**config.mk**
```make
export PLATFORM = sky130hd
export DESIGN_NAME = vgo_delay
export DESIGN_NICKNAME = d
export VERILOG_FILES = /design/src/design/vgo_delay.sv
export SDC_FILE = /design/constraint.sdc
export NUM_CORES = 1
export LEC_CHECK = 0
export BUFFER_PORTS_ARGS = -buffer_cell sky130_fd_sc_hd__clkbuf_2
export CORE_AREA = 2 2 39 41
export DETAILED_ROUTE_END_ITERATION = 10
export DIE_AREA = 0 0 41 43
export HOLD_SLACK_MARGIN = 0.05
export PLACE_DENSITY_LB_ADDON = 0.08
export SYNTH_ARGS = -nofsm -noshare
export SYNTH_HDL_FRONTEND = slang
export SYNTH_SLANG_ARGS = --single-unit
```
**constraint.sdc**
```tcl
create_clock -name clock -period 0.8 [get_ports clock]
set_input_delay 0.12 -clock clock [delete_from_list [all_inputs] [get_ports clock]]
set_output_delay 0.12 -clock clock [all_outputs]
set_load 0.01 [all_outputs]
```
**src/design/vgo_delay.sv**
```systemverilog
// fixed-length register delay line used to align the pipeline branches
// depends on nothing
`default_nettype none

module vgo_delay #(
   parameter int W     = 8,
   parameter int DEPTH = 1
) (
   input  logic         clock,
   input  logic         reset,
   input  logic [W-1:0] din,
   output logic [W-1:0] dout
);

   logic [W-1:0] tap_ff [DEPTH];

   always_ff @(posedge clock) begin
      if (reset) begin
         for (int k = 0; k < DEPTH; k++) begin
            tap_ff[k] <= '0;
         end
      end else begin
         tap_ff[0] <= din;
         for (int k = 1; k < DEPTH; k++) begin
            tap_ff[k] <= tap_ff[k-1];
         end
      end
   end

   assign dout = tap_ff[DEPTH-1];

endmodule

`default_nettype wire

```
==> run_results.csv <==
group,metric,value,unit
grt,antenna_found_initial,0,
grt,grt_pass1_wl,662,um
yosys,syn_avg_cell_area,13.1,um2
min_path,holdCritPathClass,"primary input to flop",
routing,routed_via_density,3.56,
routing,drc,0,
critical_path,critPathCaptureType,"output port",
finish,antenna_cells,0,
placed_design,io_buffers,17,
critical_path,cp_top_family,"flip-flops",
grt,grt_use_total,0.0734,
critical_path,max_stage_delay,310,ps
status,status,"finished clean",
clock_network,hold_buffers,0,
timing,worstMarginPinSlew,161,ps
floorplan,coreArea,1380,um2
routing,routedWlPerCell,8.12,um
yosys,ys_ff_latch,8,
power_and_ir_drop,total_leakage_power,0.000177,uW
clock_network,cts_buffer_depth,2,
critical_path,critPathMaxFanout,1,
placed_design,gp_congestion,0.564,
yosys,netlist_area,210,um2
timing,setup_viol,0,
routing,dr_wl_met3,72,um
routing,drt_first_pass_iters,1,
timing,fin_hold_ws,75.8,ps
routing,routed_wl,422,um
timing,slew_headroom,0.893,
critical_path,path_class,"flop to output port",
timing,final_hold_viol_count,0,
yosys,syn_nets,26,
clock_network,cts_tree,"built",
clock_network,cts_made_buffers,3,
timing,rsz0062_at_grt,"true",
finish,fin_area,353,um2
critical_path,critPathRequiredTime,680,ps
timing,drv_slew,0,
min_path,holdPathStages,2,
floorplan,top_level_ports,18,
power_and_ir_drop,power_density,2280,nW/um2
finish,largest-register,"tap_ff",
routing,met1_length,144,um
clock_network,post_cts_buffers,0,
timing,finalSetupTns,0,ps
timing,fin_crit,792,ps
clock_network,cts_root_buf,"clkbuf_4",
grt,grt_max_degree,9,
floorplan,dieArea,1760,um2
finish,top_regs,"tap_ff: 8 flops",
timing,period_share,0.990,
finish,largest_reg_flops,8,
yosys,synthCells,16,
finish,layout_commonest_cell,"clkbuf_2",
min_path,worstHoldEndpoint,"tap_ff[0][6]",
critical_path,path_cells,"buf_6",
clock_network,htree_levels,1,
floorplan,rows,14,
critical_path,timing.critical_path.buf_inv,1,
yosys,synth_cell_types,2,
critical_path,crit_arrival,670,ps
clock_network,clk_pin_slew,50,ps
floorplan,initial_core_util,0.152,
routing,vias,185,
finish,final_cell_mix,"clkbuf_2, nor2b_1, buf_2, dfxtp_1, clkbuf_4",
routing,met2_length,187,um
critical_path,slowest_stage,"dfxtp_2",
grt,grt_pass1_vias,157,
critical_path,path_depth,1,
placed_design,placed_cell_area,315,um2
placed_design,dp_cells,49,
finish,area_delta_synth_final,67.9,%
floorplan,fp.dieH,43,um
finish,drive_gt1_frac,0.611,
critical_path,start_kind,"flop",
routing,ant_nets,0,
routing,highest_layer,"met4",
run,drv_cap,0,
grt,overflow,0,
yosys,yosys_warnings,0,
finish,nets,48,
floorplan,dieWidth,41,um
yosys,ys_seq_area_frac,0.762,
min_path,min_from,"din[6]",
routing,drtIter0Drc,0,
finish,fin_cells,52,
timing,fmax,1.26,GHz
power_and_ir_drop,ir_worst_vdd,0.729,mV
clock_network,cts.sinks,8,
final cells by class:
class	count	area, um2
clock buffer	3	22.5
fill	157	1030
multi-input combinational	8	50.0
sequential	8	163
tap	16	20.0
timing repair buffer	17	97.6
what timing repair did:
| item | in CTS | in global routing |
|---|---|---|
| pin swaps | 0 | 0 |
| endpoints found under the setup margin | 8 | 8 |
| resized for setup | 0 | 12 |
how the worst max path moves through the flow:
stage,slack [ps],end,startpoint
3_5_place_dp,260,dout[3],tap_ff[0][3]
2_1_floorplan,350,dout[0],tap_ff[0][0]
5_1_grt,-50,dout[4],tap_ff[0][4]
4_1_cts,-20,dout[3],tap_ff[0][3]
3_3_place_gp,270,dout[7],tap_ff[0][7]
6_report,8,dout[0],tap_ff[0][0]
Yosys cell counts (all sizes together):
master  number  share of area
nor2b        8           0.24
dfxtp        8           0.76
stage by stage:
stage	util	power, uW	setup slack, ps
global placement	0.228	504	267
CTS	0.244	819	-20.1
floorplan	-	459	349
finish	0.255	805	8.12
detailed placement	0.228	505	258
global route	0.255	874	-50.8
routing by layer:
metal  up-vias  track usage
met3         5       0.0942
li1         89            -
met1        77       0.0548
met4         0       0.0800
met2        14       0.0813
met5         -            0
where the power goes:
group	switching, uW	internal [uW]
registers	5.26	421
logic	30.2	44.9
clock network	131	171
total	167	638
cells by family (layout without fill, tap and decap cells):
| logic type | count (synthesis) | in the layout | synth area share |
|---|---|---|---|
| flops | 8 | 8 | 0.762 |
| buf+inv | 0 | 20 | 0 |
| simple gates | 8 | 8 | 0.238 |
No activity file was read; power rests on OpenSTA's default activity.
