$ cat config.mk
export PLATFORM = sky130hd
export DESIGN_NAME = vgo_isqrt
export DESIGN_NICKNAME = d
export VERILOG_FILES = /design/src/design/vgo_isqrt.sv
export SDC_FILE = /design/constraint.sdc
export NUM_CORES = 1
export LEC_CHECK = 0
export BUFFER_PORTS_ARGS = -buffer_cell sky130_fd_sc_hd__buf_4
export CAP_MARGIN = 25
export CORE_MARGIN = 4
export CORE_UTILIZATION = 30
export CTS_BUF_LIST = sky130_fd_sc_hd__clkbuf_4
export CTS_CLUSTER_DIAMETER = 120
export DETAILED_ROUTE_END_ITERATION = 10
export GPL_TIMING_DRIVEN = 0
export PLACE_DENSITY = 0.54
export SYNTH_ARGS = -nofsm -noshare
export SYNTH_HDL_FRONTEND = slang
export SYNTH_SLANG_ARGS = --single-unit
$ cat constraint.sdc
create_clock -name clock -period 3.1 [get_ports clock]
set_input_delay 0.31 -clock clock [delete_from_list [all_inputs] [get_ports clock]]
set_output_delay 0.31 -clock clock [all_outputs]
set_load 0.03 [all_outputs]
$ cat src/design/vgo_isqrt.sv
// pipelined floor square root, one result bit per stage
// depends on nothing
`default_nettype none

module vgo_isqrt #(
   parameter  int IN_W = 36,
   localparam int RW   = IN_W / 2,
   localparam int REMW = RW + 3
) (
   input  logic            clock,
   input  logic [IN_W-1:0] rad,
   output logic [RW-1:0]   root
);

   logic [IN_W-1:0] rad_ff  [RW];
   logic [REMW-1:0] rem_ff  [RW];
   logic [RW-1:0]   root_ff [RW];

   for (genvar k = 0; k < RW; k++) begin : g_stage
      logic [IN_W-1:0] prad;
      logic [REMW-1:0] prem, rem_cat, trial;
      logic [RW-1:0]   proot;

      if (k == 0) begin : g_first
         assign prad  = rad;
         assign prem  = '0;
         assign proot = '0;
      end else begin : g_next
         assign prad  = rad_ff[k-1];
         assign prem  = rem_ff[k-1];
         assign proot = root_ff[k-1];
      end

      assign rem_cat = {prem[REMW-3:0], prad[IN_W-1:IN_W-2]};
      assign trial   = REMW'({proot, 2'b01});

      always_ff @(posedge clock) begin
         rad_ff[k] <= {prad[IN_W-3:0], 2'b00};
         if (rem_cat >= trial) begin
            rem_ff[k]  <= rem_cat - trial;
            root_ff[k] <= {proot[RW-2:0], 1'b1};
         end else begin
            rem_ff[k]  <= rem_cat;
            root_ff[k] <= {proot[RW-2:0], 1'b0};
         end
      end
   end

   assign root = root_ff[RW-1];

endmodule

`default_nettype wire

==> results of run 1 <==
## cells by family (layout without fill, tap and decap cells)
group | Yosys count | count (layout) | synth area share
other | 1 | 5 | 0.000134
DFF | 778 | 778 | 0.555
and+or+nand+nor | 651 | 651 | 0.117
buffers and inverters | 283 | 755 | 0.0392
muxes | 41 | 41 | 0.0160
AOI/OAI and AO/OA | 534 | 534 | 0.121
adders and majority gates | 190 | 190 | 0.0847
xor gates and xnor gates | 216 | 216 | 0.0674
## report_power, final
group	leakage (nW)	total [mW]	internal (mW)	switching, mW
combinational	7.57	4.83	2.25	2.57
sequential	6.51	12.9	11.7	1.14
clock	1.46	8.18	4.29	3.88
total	15.5	25.9	18.3	7.60
## final timing paths
kind                          from                     to  slack, ps  cells after the start
min          rad_ff[2][19]$_DFF_P_  rad_ff[3][21]$_DFF_P_        280                      0
max          root_ff[9][0]$_DFF_P_   rem_ff[5][7]$_DFF_P_        160                     11
max reg2reg  root_ff[9][0]$_DFF_P_   rem_ff[5][7]$_DFF_P_        160                     11
min reg2reg  rad_ff[2][19]$_DFF_P_  rad_ff[3][21]$_DFF_P_        280                      0
## placed cells by master (no fill, tap or decap), types with 13 or more instances in the layout
master,count
nand4_1,34
nand2_1,171
nand2b_1,27
ha_1,190
dlygate4sd3_1,73
dfxtp_1,778
or3_1,19
nor4_1,30
nand3_1,38
buf_2,18
nor2_1,147
a211oi_1,16
clkbuf_4,283
mux2_2,26
buf_4,59
o31ai_1,22
xnor2_1,120
o21ai_0,163
a31oi_1,13
a21oi_1,129
a21o_1,58
and3_1,14
nor3_1,76
o21a_1,45
clkinv_1,32
xor2_1,96
o211ai_1,13
inv_1,246
nor2b_1,24
## synth_stat cells, types with 5 or more instances
| library cell | n | area (sq um) |
|---|---|---|
| mux2_2 | 26 | 293 |
| buf_2 | 18 | 90.1 |
| or4_1 | 12 | 90.1 |
| a31oi_1 | 13 | 81.3 |
| or3_1 | 19 | 119 |
| nor4_1 | 30 | 188 |
| xnor2_1 | 120 | 1050 |
| xor2_1 | 96 | 841 |
| a211o_1 | 5 | 43.8 |
| and3_1 | 14 | 87.6 |
| and2_1 | 10 | 62.6 |
| nor2b_1 | 24 | 150 |
| a21o_1 | 58 | 435 |
| o21ai_0 | 163 | 816 |
| dfxtp_1 | 778 | 15600 |
| ha_1 | 190 | 2380 |
| clkbuf_1 | 11 | 41.3 |
| o21bai_1 | 6 | 45.0 |
| o21a_1 | 45 | 338 |
| nand2_1 | 171 | 642 |
| nand3_1 | 38 | 190 |
| nor2_1 | 147 | 552 |
| nor3_1 | 76 | 380 |
| o31ai_1 | 22 | 165 |
| a21boi_0 | 10 | 75.1 |
| a211oi_1 | 16 | 120 |
| inv_1 | 246 | 923 |
| nand4_1 | 34 | 213 |
| o211ai_1 | 13 | 97.6 |
| a21oi_1 | 129 | 646 |
| mux2i_1 | 9 | 90.1 |
| nand2b_1 | 27 | 169 |
| or2_2 | 8 | 50.1 |
| mux2_1 | 6 | 67.6 |
| nor3b_1 | 5 | 37.5 |
## registers in the layout, summed over array words and instances (netlist names)
register and count:
rad_ff 306, rem_ff 301, root_ff 171
## critical path: stages (launching register included)
cell and delay [ps]:
dfxtp_1 340, inv_1 50, ha_1 330, o21a_1 140, o21a_1 190, o21a_1 190, o31a_1 300, nor4_1 280
nor2_1 200, nor2_4 230, buf_6 190, mux2_1 330
## area by class of cell
class                           instances  area, sq um
Antenna cell                            4         10.0
Buffer                                 32          158
Clock buffer                          283         2120
Clock inverter                         57          313
Fill cell                            9450        59000
Inverter                              251          945
Multi-Input combinational cell       1633        11400
Sequential cell                       778        15600
Tap cell                             1243         1560
Timing Repair Buffer                  132         1170
## per-layer routing
metal / share of wire / track usage / vias up
met3: 0.047 / 0.0318 / 120
met1: 0.46 / 0.129 / 8451
met2: 0.47 / 0.181 / 350
met4: 0.033 / 0.0598 / 0
met5: 0 / 0 / -
li1: - / - / 9978
## repair_timing
action / 4_1_cts / 5_1_grt
setup endpoints to repair: 1 / 24
hold buffers: 73 / 0
hold endpoints to repair: 37 / 0
pin swaps: 0 / 2
gates resized for setup: 1 / 5
buffers inserted: 0 / 4
==> out/metrics.csv, run 1 <==
metric,value,unit
hp-class,reg2reg,
drv_cap,0,
overflow,0,
syn-num-nets,2921,
grt_first_pass_wirelength,89200,microns
hpwl,39000,microns
finalNetCount,3254,
insertion_delay,1040,ps
holdWs,283,ps
cts_buffer_depth,3,
status,"finished, final reports clean",
fp-row-count,111,
wl_per_cell,12.0,microns
ys_ff_latch,778,
cts_tree,done,
via_count,18900,
cts_sinks,778,
power.density,778,nW/um^2
hold_viol,0,
vdd_ir_drop_max,0.000389,V
dpl_worst_slack,28.0,ps
coreArea,92200,sq um
netlist_instances,2694,
die_w,314,microns
fmax,340,MHz
ys_types,90,
placed_cells,3991,
vias_per_cell,4.28,
synth-main-ff-cell,dfxtp_1,
cts_made_buffers,199,
fin_ws,159,ps
drtAntennaViolNets,0,
leakage,15.5,nW
finalCritPeriodShare,0.949,
syn-mean-instance-area,10.4,sq um
setup_violations,0,
dieHeight,314,microns
ys.warnings.count,0,
cp_max_fo,10,
slew-limit-headroom,0.554,
grt_max_degree,17,
post-route-util,0.361,
h-tree-depth,4,
ys_seq_area_frac,0.555,
gp_congestion,0.883,
start_util,0.304,
cts.clk_slew.worst_paths,70,ps
ios,55,
slew_violations,0,
initialDrtViolationCount,799,
fin_crit,2940,ps
fin_cells,4413,
worst_slew_pin_slew,664,ps
fin_skew,71.6,ps
drt_first_pass_iters,5,
async_flop_share,0,
portBuffers,54,
drive_gt1_frac,0.145,
p_total,25.9,mW
fin_setup_tns,0,ps
cp.arrival,3810,ps
antenna_found_initial,2,
fin_area,33300,sq um
first_global_vias,19100,
synth-edff-count,0,
area_delta_synth_final,18.5,%
clock-root-buffer,clkbuf_4,
netlist_area,28100,sq um
dieArea,98500,sq um
dpl_cell_area,30000,sq um
crit_required,3970,ps
routed_wl,52900,microns
path_class,reg2reg,
cp-start-kind,flop,
drc,0,
end_kind,flop,
grt_usage,0.110,
Power figures use the tool's default switching activity.
==> run 2: changes to the inputs <==
==> constraint.sdc (replaced) <==
create_clock -name clock -period 3.1 [get_ports clock]
set_input_delay 0.465 -clock clock [delete_from_list [all_inputs] [get_ports clock]]
set_output_delay 0.465 -clock clock [all_outputs]
set_load 0.03 [all_outputs]
==> run 2 against run 1 <==
  * Clock power is essentially flat
  * Sequential share of layout area hardly changed
  * Critical path depth stayed put
  * Global-route usage about the same
  * Fmax up 0.13%
  * Combinational power hardly changed
  * Routed wire length about the same
  * Clock skew fell by 1.6 ps
  * Die area unchanged
  * First-iteration DRC count increased by 1.3%
==> out/metrics.csv, run 2 (synthesis gave the netlist of run 1 again) <==
metric,value,unit
drc,0,
drt_first_pass_iters,5,
slew-limit-headroom,0.603,
die_w,314,microns
cts_sinks,778,
portBuffers,54,
top_register,rad_ff,
hold_start,rad[34],
clock-root-buffer,clkbuf_4,
r2r_setup_slack,160,ps
reg_top3,"rad_ff x306, rem_ff x301, root_ff x171",
finalCritPeriodShare,0.948,
cts_made_buffers,199,
area_delta_synth_final,18.5,%
post-route-util,0.361,
insertion_delay,1040,ps
largest_reg_flops,306,
routed_wl,53000,microns
slew_violations,0,
cp-start-kind,flop,
end_kind,flop,
cp_max_fo,10,
gp_congestion,0.883,
dieArea,98500,sq um
grt_usage,0.110,
final_cell_mix,"dfxtp_1 (778), clkbuf_4 (283), inv_1 (246), ha_1 (190), nand2_1 (171)",
grt_first_pass_wirelength,89200,microns
hold_viol,0,
power.density,779,nW/um^2
drive_gt1_frac,0.145,
path_class,reg2reg,
grt_max_degree,17,
cts_tree,done,
overflow,0,
final_common_cell,dfxtp_1,
dieHeight,314,microns
setup_violations,0,
finalNetCount,3253,
hpwl,39000,microns
holdWs,209,ps
drv_cap,0,
via_count,18900,
start_util,0.304,
cp.arrival,3800,ps
crit_required,3960,ps
wl_per_cell,12.0,microns
ios,55,
status,"finished, final reports clean",
p_total,25.9,mW
r2r_start,root_ff[9][0]$_DFF_P_,
fin_crit,2940,ps
leakage,15.5,nW
hold_depth,3,
fin_setup_tns,0,ps
antenna_found_initial,2,
coreArea,92200,sq um
hp-class,in2reg,
vdd_ir_drop_max,0.000390,V
cts_buffer_depth,3,
fmax,340,MHz
worstReg2RegEnd,rem_ff[5][7]$_DFF_P_,
fp-row-count,111,
initialDrtViolationCount,809,
cts.clk_slew.worst_paths,70,ps
holdPathEnd,root_ff[0][0]$_DFF_P_,
drtAntennaViolNets,0,
r2r_cells,11,
vias_per_cell,4.28,
first_global_vias,19100,
h-tree-depth,4,
worst_slew_pin_slew,591,ps
fin_skew,70.1,ps
run 2: cell types whose count changed in the layout (fill, tap and decap cells not counted), sizes merged:
cell,before,now
dlygate4sd3,73,72
run 2: timing repair:
| action | 4_1_cts | 5_1_grt |
|---|---|---|
| hold buffers | 72 | 0 |
| hold endpoints to repair | 37 | 0 |
| setup endpoints to repair | 1 | 24 |
| pin swaps | 0 | 2 |
| buffers inserted | 0 | 4 |
| resized for setup | 1 | 5 |
run 2: how the worst max path moves through the flow:
| stage | start | endpoint | slack, ps |
|---|---|---|---|
| 3_3_place_gp | root_ff[10][4]$_DFF_P_ | rem_ff[5][22]$_DFF_P_ | 40 |
| 5_1_grt | root_ff[14][8]$_DFF_P_ | rem_ff[7][34]$_DFF_P_ | -10 |
| 6_report | root_ff[9][0]$_DFF_P_ | rem_ff[5][7]$_DFF_P_ | 160 |
| 4_1_cts | root_ff[14][1]$_DFF_P_ | rem_ff[7][35]$_DFF_P_ | 100 |
| 2_1_floorplan | root_ff[9][0]$_DFF_P_ | rem_ff[5][10]$_DFF_P_ | 600 |
| 3_5_place_dp | root_ff[10][4]$_DFF_P_ | rem_ff[5][22]$_DFF_P_ | 30 |
run 2: layout make-up:
cell class | count | area [sq um]
Sequential cell | 778 | 15600
Antenna cell | 4 | 10.0
Clock inverter | 57 | 313
Inverter | 251 | 945
Clock buffer | 283 | 2120
Multi-Input combinational cell | 1633 | 11400
Timing Repair Buffer | 131 | 1160
Buffer | 32 | 158
Tap cell | 1243 | 1560
Fill cell | 9450 | 59000
run 2: routing by layer:
metal  up-vias  wire, microns  GRT usage
met5         -              0          0
met4         0           1720     0.0598
met3       119           2340     0.0318
met2       337          24700      0.181
met1      8467          24200      0.129
li1       9975              -          -
run 2: stage by stage:
step	cell area [sq um]	cells	worst slack, ps
floorplan	28100	2694	598
global placement	30000	3991	37.9
detailed placement	30000	3991	28.0
CTS	33200	4403	97.7
global route	33200	4412	-10.2
finish	33200	4412	162
run 2: power breakdown:
| group | leakage [nW] | switching, mW | total [mW] | internal (mW) |
|---|---|---|---|---|
| clock | 1.46 | 3.89 | 8.18 | 4.29 |
| sequential | 6.51 | 1.14 | 12.9 | 11.7 |
| combinational | 7.56 | 2.58 | 4.83 | 2.25 |
run 2: worst max-delay path, stage by stage, from the launching register on:
cell and delay, ps:
dfxtp_1 340, inv_1 50, ha_1 330, o21a_1 140
o21a_1 190, o21a_1 190, o31a_1 300, nor4_1 280
nor2_1 190, nor2_4 230, buf_6 190, mux2_1 330
